`src/rtl/ped_pkg.sv`:
```
// ----------------------------------------------------------------------------
// Percent escape decoder package
// Character codes, status codes, escape phase type and the small
// character class functions used by the decoder core.
// ----------------------------------------------------------------------------
package ped_pkg;

   localparam int ByteWidth   = 8;
   localparam int StatusWidth = 2;
   localparam int NibbleWidth = 4;

   localparam logic [ByteWidth-1:0] ChPercent = 8'h25;
   localparam logic [ByteWidth-1:0] ChZero    = 8'h30;
   localparam logic [ByteWidth-1:0] ChNine    = 8'h39;
   localparam logic [ByteWidth-1:0] ChUpperA  = 8'h41;
   localparam logic [ByteWidth-1:0] ChUpperF  = 8'h46;
   localparam logic [ByteWidth-1:0] ChUpperZ  = 8'h5A;
   localparam logic [ByteWidth-1:0] ChLowerA  = 8'h61;
   localparam logic [ByteWidth-1:0] ChLowerF  = 8'h66;
   localparam logic [ByteWidth-1:0] ChLowerZ  = 8'h7A;

   typedef enum logic [StatusWidth-1:0] {
      ST_OK        = 2'd0,
      ST_BAD_ESC   = 2'd1,
      ST_FORBIDDEN = 2'd2
   } status_type;

   typedef enum logic [2:0] {
      PH_IDLE = 3'b001,
      PH_HIGH = 3'b010,
      PH_LOW  = 3'b100
   } phase_type;

   typedef struct packed {
      logic                 valid;
      logic [NibbleWidth-1:0] value;
   } hex_digit_type;

   function automatic hex_digit_type hex_digit(input logic [ByteWidth-1:0] b);
      hex_digit_type d;
      logic [ByteWidth-1:0] diff;
      d.valid = 1'b0;
      d.value = '0;
      diff    = '0;
      if (b >= ChZero && b <= ChNine) begin
         diff    = b - ChZero;
         d.valid = 1'b1;
         d.value = diff[NibbleWidth-1:0];
      end else if (b >= ChUpperA && b <= ChUpperF) begin
         diff    = b - ChUpperA + 8'd10;
         d.valid = 1'b1;
         d.value = diff[NibbleWidth-1:0];
      end else if (b >= ChLowerA && b <= ChLowerF) begin
         diff    = b - ChLowerA + 8'd10;
         d.valid = 1'b1;
         d.value = diff[NibbleWidth-1:0];
      end
      return d;
   endfunction

   function automatic logic is_alnum(input logic [ByteWidth-1:0] b);
      return (b >= ChZero && b <= ChNine) ||
             (b >= ChUpperA && b <= ChUpperZ) ||
             (b >= ChLowerA && b <= ChLowerZ);
   endfunction

endpackage

```
`src/rtl/percent_escape_decoder_core.sv`:
```
// ----------------------------------------------------------------------------
// Percent escape decoder core
// Decodes a percent-escaped byte stream: alphanumerics pass, %XX gives one
// byte, errors end the message and the rest of it is dropped.
// ----------------------------------------------------------------------------
//
//   Channel | Direction | tdata         | tuser          | tlast
//   req     | in        | in_byte [7:0] | -              | is_last
//   rsp     | out       | out_byte[7:0] | status [1:0]   | end_of_message
//
// One beat per cycle sustained. A beat sits in the input register, where
// the phase logic decodes it, and its result (if any) lands in the result
// register, which drives rsp_tvalid. A beat without a result never waits on
// rsp_tready; a beat with one waits in the input register while the result
// register is full and stalled. Synchronous active-high reset returns the
// escape phase to idle and clears the drop flag and both valid flags.
//
module percent_escape_decoder_core (
   input  logic                        clock,
   input  logic                        reset,
   input  logic                        req_tvalid,
   output logic                        req_tready,
   input  logic [ped_pkg::ByteWidth-1:0] req_tdata,   // [7:0] in_byte
   input  logic                        req_tlast,
   output logic                        rsp_tvalid,
   input  logic                        rsp_tready,
   output logic [ped_pkg::ByteWidth-1:0] rsp_tdata,   // [7:0] out_byte
   output logic [ped_pkg::StatusWidth-1:0] rsp_tuser, // [1:0] status
   output logic                        rsp_tlast
);
   import ped_pkg::*;

   logic                   in_valid_ff, in_valid_in;
   logic [ByteWidth-1:0]   in_byte_ff;
   logic                   in_last_ff;

   phase_type              phase_ff, phase_in;
   logic [NibbleWidth-1:0] nibble_ff, nibble_in;
   logic                   dropping_ff, dropping_in;

   logic                   out_valid_ff, out_valid_in;
   logic [ByteWidth-1:0]   out_byte_ff;
   status_type             out_status_ff;
   logic                   out_last_ff;

   logic                   has_result;
   logic [ByteWidth-1:0]   res_byte;
   status_type             res_status;
   logic                   res_last;
   hex_digit_type          digit;
   logic                   out_free;
   logic                   in_move;
   logic                   req_accept;

   assign digit = hex_digit(in_byte_ff);

   always_comb begin
      has_result  = 1'b0;
      res_byte    = '0;
      res_status  = ST_OK;
      res_last    = 1'b0;
      phase_in    = phase_ff;
      nibble_in   = nibble_ff;
      dropping_in = dropping_ff;
      if (dropping_ff) begin
         if (in_last_ff) begin
            dropping_in = 1'b0;
            phase_in    = PH_IDLE;
            nibble_in   = '0;
         end
      end else begin
         unique case (phase_ff)
            PH_HIGH: begin
               if (!digit.valid || in_last_ff) begin
                  has_result = 1'b1;
                  res_status = ST_BAD_ESC;
                  res_last   = 1'b1;
                  phase_in   = PH_IDLE;
                  dropping_in = !in_last_ff;
               end else begin
                  nibble_in = digit.value;
                  phase_in  = PH_LOW;
               end
            end
            PH_LOW: begin
               has_result = 1'b1;
               phase_in   = PH_IDLE;
               nibble_in  = '0;
               if (!digit.valid) begin
                  res_status  = ST_BAD_ESC;
                  res_last    = 1'b1;
                  dropping_in = !in_last_ff;
               end else begin
                  res_byte = {nibble_ff, digit.value};
                  res_last = in_last_ff;
               end
            end
            default: begin
               phase_in = PH_IDLE;
               if (in_byte_ff == ChPercent) begin
                  if (in_last_ff) begin
                     has_result = 1'b1;
                     res_status = ST_BAD_ESC;
                     res_last   = 1'b1;
                  end else begin
                     phase_in = PH_HIGH;
                  end
               end else if (!is_alnum(in_byte_ff)) begin
                  has_result  = 1'b1;
                  res_status  = ST_FORBIDDEN;
                  res_last    = 1'b1;
                  dropping_in = !in_last_ff;
               end else begin
                  has_result = 1'b1;
                  res_byte   = in_byte_ff;
                  res_last   = in_last_ff;
               end
            end
         endcase
      end
   end

   // The held beat leaves when it has no result or the result slot frees up.
   assign out_free   = !out_valid_ff || rsp_tready;
   assign in_move    = in_valid_ff && (!has_result || out_free);
   assign req_tready = !in_valid_ff || in_move;
   assign req_accept = req_tvalid && req_tready;

   assign in_valid_in  = req_accept || (in_valid_ff && !in_move);
   assign out_valid_in = (in_move && has_result) || (out_valid_ff && !rsp_tready);

   always_ff @(posedge clock) begin
      if (reset) begin
         in_valid_ff  <= 1'b0;
         out_valid_ff <= 1'b0;
         phase_ff     <= PH_IDLE;
         nibble_ff    <= '0;
         dropping_ff  <= 1'b0;
      end else begin
         in_valid_ff  <= in_valid_in;
         out_valid_ff <= out_valid_in;
         if (in_move) begin
            phase_ff    <= phase_in;
            nibble_ff   <= nibble_in;
            dropping_ff <= dropping_in;
         end
      end
   end

   always_ff @(posedge clock) begin
      if (req_accept) begin
         in_byte_ff <= req_tdata;
         in_last_ff <= req_tlast;
      end
      if (in_move && has_result) begin
         out_byte_ff   <= res_byte;
         out_status_ff <= res_status;
         out_last_ff   <= res_last;
      end
   end

   assign rsp_tvalid = out_valid_ff;
   assign rsp_tdata  = out_byte_ff;
   assign rsp_tuser  = out_status_ff;
   assign rsp_tlast  = out_last_ff;

   // An error result always closes the message and carries a zero byte.
   a_error_ends_message: assert property (@(posedge clock) disable iff (reset)
      (out_valid_ff && out_status_ff != ST_OK) |-> (out_last_ff && out_byte_ff == '0))
      else $error("error result without end of message or with nonzero byte");

   // While dropping, no escape is in progress.
   a_drop_idle: assert property (@(posedge clock) disable iff (reset)
      dropping_ff |-> (phase_ff == PH_IDLE))
      else $error("drop flag set with an escape in progress");

   // A beat that produces nothing while dropping never fills the result slot.
   a_drop_silent: assert property (@(posedge clock) disable iff (reset)
      (in_move && dropping_ff && !out_valid_ff) |=> !out_valid_ff)
      else $error("result produced while dropping");

endmodule

```
`config.mk`:
```
export PLATFORM = sky130hd
export DESIGN_NAME = percent_escape_decoder_core
export DESIGN_NICKNAME = d
export VERILOG_FILES = /design/src/rtl/ped_pkg.sv /design/src/rtl/percent_escape_decoder_core.sv
export SDC_FILE = /design/constraint.sdc
export NUM_CORES = 1
export LEC_CHECK = 0
export BUFFER_PORTS_ARGS = -buffer_cell sky130_fd_sc_hd__buf_4
export CORE_MARGIN = 2
export CORE_UTILIZATION = 50
export CTS_BUF_LIST = sky130_fd_sc_hd__clkbuf_4
export CTS_CLUSTER_SIZE = 14
export DETAILED_ROUTE_END_ITERATION = 7
export PLACE_DENSITY = 0.79
export SYNTH_ARGS = -nofsm -noshare
export SYNTH_HDL_FRONTEND = slang
export SYNTH_SLANG_ARGS = --single-unit
```
`constraint.sdc`:
```
create_clock -name clock -period 2.85 [get_ports clock]
set_clock_uncertainty 0.05 [all_clocks]
set_input_delay 0.285 -clock clock [delete_from_list [all_inputs] [get_ports clock]]
set_output_delay 0.285 -clock clock [all_outputs]
set_load 0.01 [all_outputs]
```
Word level (Yosys, flattened, before mapping)
Index checks and enable logic that the tools add are counted.

storage, ports and cells
  register bits = 30
  input port bits = 13
  output and inout bits = 13
  word-level logic and storage cells = 95

operators by class
  $add $sub $neg = 5
  $lt $le $gt $ge = 8
  equality and inequality tests = 5
  mux-type cells = 39
  reduce and logical (&&, ||, !) cells = 28

operators by type and width
  operator             count
  $le 8x7->1 const B   4
  $mux 8               3
  $ge 8x7->1 const B   2
  $mux 1               16
  $pmux 8 s2           1
  $mux 5               3
  $mux 4               3
  $sub 4x1->4 const B  3
  $logic_and 1x1->1    10
  $mux 3               3
  $add 4x4->4 const B  2
  $eq 8x6->1 const B   1
  $ge 8x6->1 const B   1
  $le 8x6->1 const B   1
  $logic_or 1x1->1     8
  $mux 2               4
  $pmux 4 s2           1
  $logic_not 1->1      7
  $pmux 1 s2           3
  $pmux 3 s2           1
  $pmux 2 s2           1
  $reduce_and 4->1     1
  $eq 3x2->1 const B   1
  $eq 3x3->1 const B   1
  4 further kinds      4

Depth between registers and ports, before layout
  depth in word-level cells = 16
  gate-level depth with buffers = 8
  depth with buffers taken out = 8

Worst setup path before layout
OpenSTA, ideal clock, no wires.

  path kind = register -> register
  from = reg in_byte_ff[0]
  to = reg out_byte_ff[0] (netlist: rsp_tdata[0]), enable pin
  setup time = 0.393 ns
  arrival time = 2.462 ns
  data required time = 2.407 ns
  setup slack = -0.055 ns
  stages on the path, launching flop included = 8
  path buffers = 0
  clock period less this slack = 2.905 ns
  cell sequence = edfxtp_1 inv_1 ha_1 o21bai_1 a21oi_2 a21oi_4 o22ai_4 nor3_1

on the way
  longest elaborated chain between the ends = 14
  elaborated cells between the ends (all ways) = 23
  those cells by class = 6 x order compare; 1 x eq/ne; 7 x mux; 9 x reduce/logical

RTL lines
  what                                      RTL line                            source
  from (decl)                               percent_escape_decoder_core.sv:34   logic [ByteWidth-1:0] in_byte_ff;
  from (signal assigned)                    percent_escape_decoder_core.sv:152  in_byte_ff <= req_tdata;
  $ge 8x7->1 or $le 8x7->1 (tied branches)  ped_pkg.sv:53                       end else if (b >= ChLowerA && b <= ChLowerF) begin
  $logic_and 1x1->1                         ped_pkg.sv:53
  $mux 5                                    ped_pkg.sv:53
  $mux 5                                    ped_pkg.sv:49                       end else if (b >= ChUpperA && b <= ChUpperF) begin
  $mux 5                                    ped_pkg.sv:45                       if (b >= ChZero && b <= ChNine) begin
  $logic_not 1->1                           -
  $logic_or 1x1->1                          percent_escape_decoder_core.sv:74   if (!digit.valid || in_last_ff) begin
  $mux 1                                    percent_escape_decoder_core.sv:74
  $pmux 1 s2 (*)                            percent_escape_decoder_core.sv:72   unique case (phase_ff)
  $mux 1 (*)                                percent_escape_decoder_core.sv:65   if (dropping_ff) begin
  $logic_not 1->1                           percent_escape_decoder_core.sv:125  assign in_move = in_valid_ff && (!has_result || out_free);
  $logic_or 1x1->1                          percent_escape_decoder_core.sv:125
  $logic_and 1x1->1                         percent_escape_decoder_core.sv:125
  $logic_and 1x1->1 (*)                     percent_escape_decoder_core.sv:155  if (in_move && has_result) begin
  to (signal assigned)                      percent_escape_decoder_core.sv:156  out_byte_ff <= res_byte;
  to (decl)                                 percent_escape_decoder_core.sv:42   logic [ByteWidth-1:0] out_byte_ff;

Every way passes the cells marked *; elsewhere a longest branch is shown, timed or not.
A chain may end at the register's enable or synchronous reset.

Final worst setup path
  from = reg in_byte_ff[0]
  to = out req_tready

on the way
  longest elaborated chain between the ends = 14
  elaborated cells between the ends (all ways) = 23
  those cells by class = 6 x order compare; 1 x eq/ne; 7 x mux; 9 x reduce/logical

RTL lines
  what                                      RTL line                            source
  $ge 8x7->1 or $le 8x7->1 (tied branches)  ped_pkg.sv:53
  $logic_and 1x1->1                         ped_pkg.sv:53
  $mux 5                                    ped_pkg.sv:53
  $mux 5                                    ped_pkg.sv:49
  $mux 5                                    ped_pkg.sv:45
  $logic_not 1->1                           -
  $logic_or 1x1->1                          percent_escape_decoder_core.sv:74
  $mux 1                                    percent_escape_decoder_core.sv:74
  $pmux 1 s2 (*)                            percent_escape_decoder_core.sv:72
  $mux 1 (*)                                percent_escape_decoder_core.sv:65
  $logic_not 1->1 (*)                       percent_escape_decoder_core.sv:125
  $logic_or 1x1->1 (*)                      percent_escape_decoder_core.sv:125
  $logic_and 1x1->1 (*)                     percent_escape_decoder_core.sv:125
  $logic_or 1x1->1 (*)                      percent_escape_decoder_core.sv:126  assign req_tready = !in_valid_ff || in_move;
  to (decl)                                 percent_escape_decoder_core.sv:22   output logic req_tready,

Marks and branches as above.

==> reports/results.tsv <==
stage	metric	value	unit
global_route	grt.overflow.total	0	
floorplanning	dieHeight	60.7	um
synthesis	synth_top_area_cell	edfxtp_1	
finish	diodes	0	
finish	final_area	1970	um2
floorplanning	coreArea	3050	um2
finish	fin_util	0.645	
global_route	busiest_layer	met2	
floorplanning	rows	20	
detailed_routing	vias	1336	
critical_path	cp.arrival	2.35	ns
worst_hold_path	worstHoldPathType	in2reg	
critical_path	cp.required	2.52	ns
clock_tree	hold_buffers	0	
detailed_routing	avgRoutedWirePerCell	14.6	um
synthesis	synth_edf_count	20	
synthesis	syn_avg_cell_area	10.6	um2
global_route	met2_usage	0.341	
place	dp_cells	221	
place	portBuffers	25	
synthesis	yosysMostFrequentCell	edfxtp_1	
critical_path	critPathCapture	req_tready	
critical_path	rr_worst_depth	8	
global_route	antenna_found_initial	0	
global_route	use_met1	0.267	
synthesis	ys_seq_elements	30	
critical_path	critPathMaxFanout	8	
floorplanning	die_x	60.7	um
pwr	p_leak	0.728	nW
clock_tree	clock_sinks	30	
clock_tree	root_buffer	clkbuf_4	
finish	drive_above_1_share	0.271	
floorplanning	start_util	0.527	
sta	setup_tns	0	ns
synthesis	async_reset_ff_frac	0	
synthesis	mappedNetlistNets	169	
synthesis	synthTopCellsByArea	edfxtp_1, dfxtp_1, a21oi_1	
global_route	grt_pass1_vias	1227	
detailed_routing	wirelength	3.39	mm
synthesis	synth-seq-area-share	0.498	
clock_tree	clockBufferDepth	2	
sta	fmax	372	MHz
pwr	fin_total_pwr	0.949	mW
sta	holdWs	0.0719	ns
global_route	grt_max_degree	12	
detailed_routing	antenna_left	0	
sta	setup_violations	0	
synthesis	yosys_warnings	0	
clock_tree	clk_pin_slew	0.09	ns
sta	period_share	0.942	
synthesis	synth_area	1610	um2
place	dp_slack	0.230	ns
critical_path	end_kind	output pin	
clock_tree	htreeDepth	2	
clock_tree	cts_made_buffers	5	
place	dp_hpwl	2.52	mm
global_route	met3_usage	0.0682	
synthesis	synth_common_cells	edfxtp_1, nor2_1, a21oi_1	
detailed_routing	drc	0	
synthesis	synthCells	152	
synthesis	yosysTopAreaCellShare	0.374	
finish	nets	204	
sta	maxSlewViolCount	0	
critical_path	reg2reg_setup_slack	0.24	ns
finish	area_growth_syn_to_layout	22.5	%
sta	fin_crit	2.69	ns
sta	hold_viol	0	
critical_path	r2r_start	in_byte_ff[0]	
outcome	outcome	finished clean	
place	globalplace.congestion	0.864	
sta	worst_pin_slew	0.541	ns
critical_path	critPathLaunchType	flip-flop	
sta	worst_slack	0.165	ns
synthesis	synth_flop_cell	edfxtp_1	
flow_run	max_cap_viol_count	0	
global_route	grt_use_total	0.213	
clock_tree	cts_tree	yes	
global_route	grt_pass1_wl	5.60	mm
pwr	vdd_ir_drop_max	299	uV
floorplanning	die_area	3690	um2
critical_path	crit_type	reg2out	
synthesis	synth.distinct_cells	47	
worst_hold_path	min_from	req_tlast	
place	place_area	1870	um2
critical_path	worstSetupStartpoint	in_byte_ff[0]	
critical_path	r2r_end	in_byte_ff[2]	
pwr	pwr_density_cell	482	nW/um2
sta	relSlewSlack	0.637	
detailed_routing	via_per_inst	5.76	
detailed_routing	drt-pass1-iter-count	4	
floorplanning	ios	26	
detailed_routing	drt-initial-drc-count	51	
finish	stdcell_count	232	
clock_tree	insertion_delay	0.33	ns
-- critical path, stage by stage (launching register included) --
cell      delay (ns)
edfxtp_1        0.52
inv_1           0.17
ha_1            0.30
o21bai_1        0.15
a21oi_2         0.28
a21oi_4         0.07
o22ai_4         0.21
nand3b_1        0.19
buf_4           0.14
-- cell families after synthesis --
kind of cell | Yosys count | share of synthesized area
compound gates | 48 | 0.232
xor+xnor | 2 | 0.0109
fa+ha+maj | 4 | 0.0311
buf+inv | 11 | 0.0272
flops | 30 | 0.498
mux | 2 | 0.0125
simple gates | 55 | 0.188
-- cell type report --
| type | instances | area (um2) |
|---|---|---|
| Tap cell | 44 | 55.1 |
| Clock buffer | 6 | 45.0 |
| Sequential cell | 30 | 801 |
| Timing Repair Buffer | 32 | 240 |
| Inverter | 7 | 26.3 |
| Fill cell | 258 | 1080 |
| Multi-Input combinational cell | 111 | 768 |
| Clock inverter | 2 | 33.8 |
-- report_power, final --
part           switching, mW  internal [mW]  total (mW)
clock                  0.140          0.192       0.332
combinational         0.0601         0.0537       0.114
sequential            0.0188          0.484       0.503
-- flip-flops by register name, summed over array words and instances (netlist names) --
register / count
dropping_ff: 1
in_byte_ff: 8
in_last_ff: 1
in_valid_ff: 1
nibble_ff: 4
phase_ff: 3
rsp_tdata: 8
rsp_tlast: 1
rsp_tuser: 2
rsp_tvalid: 1
-- worst min-delay path by stage --
| stage | depth (start not counted) | end | slack, ns |
|---|---|---|---|
| after floorplan | 1 | in_valid_ff | 0.30 |
| after global placement | 1 | nibble_ff[1] | 0.40 |
| after detailed placement | 1 | nibble_ff[1] | 0.40 |
| after CTS | 1 | in_byte_ff[1] | 0.06 |
| final | 1 | in_last_ff | 0.07 |
| after global routing | 1 | in_byte_ff[5] | 0.05 |
-- timing repair --
action                     in CTS  in global routing
setup buffers                   0                  3
setup endpoints to repair       0                 10
gates resized for setup         0                  0
-- layer usage --
metal,vias to the layer above,part of all wire
met5,-,0
met4,0,0.019
met3,7,0.071
met2,61,0.49
met1,619,0.42
li1,649,-
-- placed cells by master (no fill, tap or decap), drive strengths merged, types with 3 or more instances in the layout --
cell type and n:
a21oi 14, a22o 3, a31o 3, and2 3, buf 32, clkbuf 6
dfxtp 10, edfxtp 20, ha 4, inv 7, nand2 10, nand3 9
nor2 13, nor3 6, nor3b 3, o21ai 9, o2bb2ai 3
(Power assumes the default switching activity.)
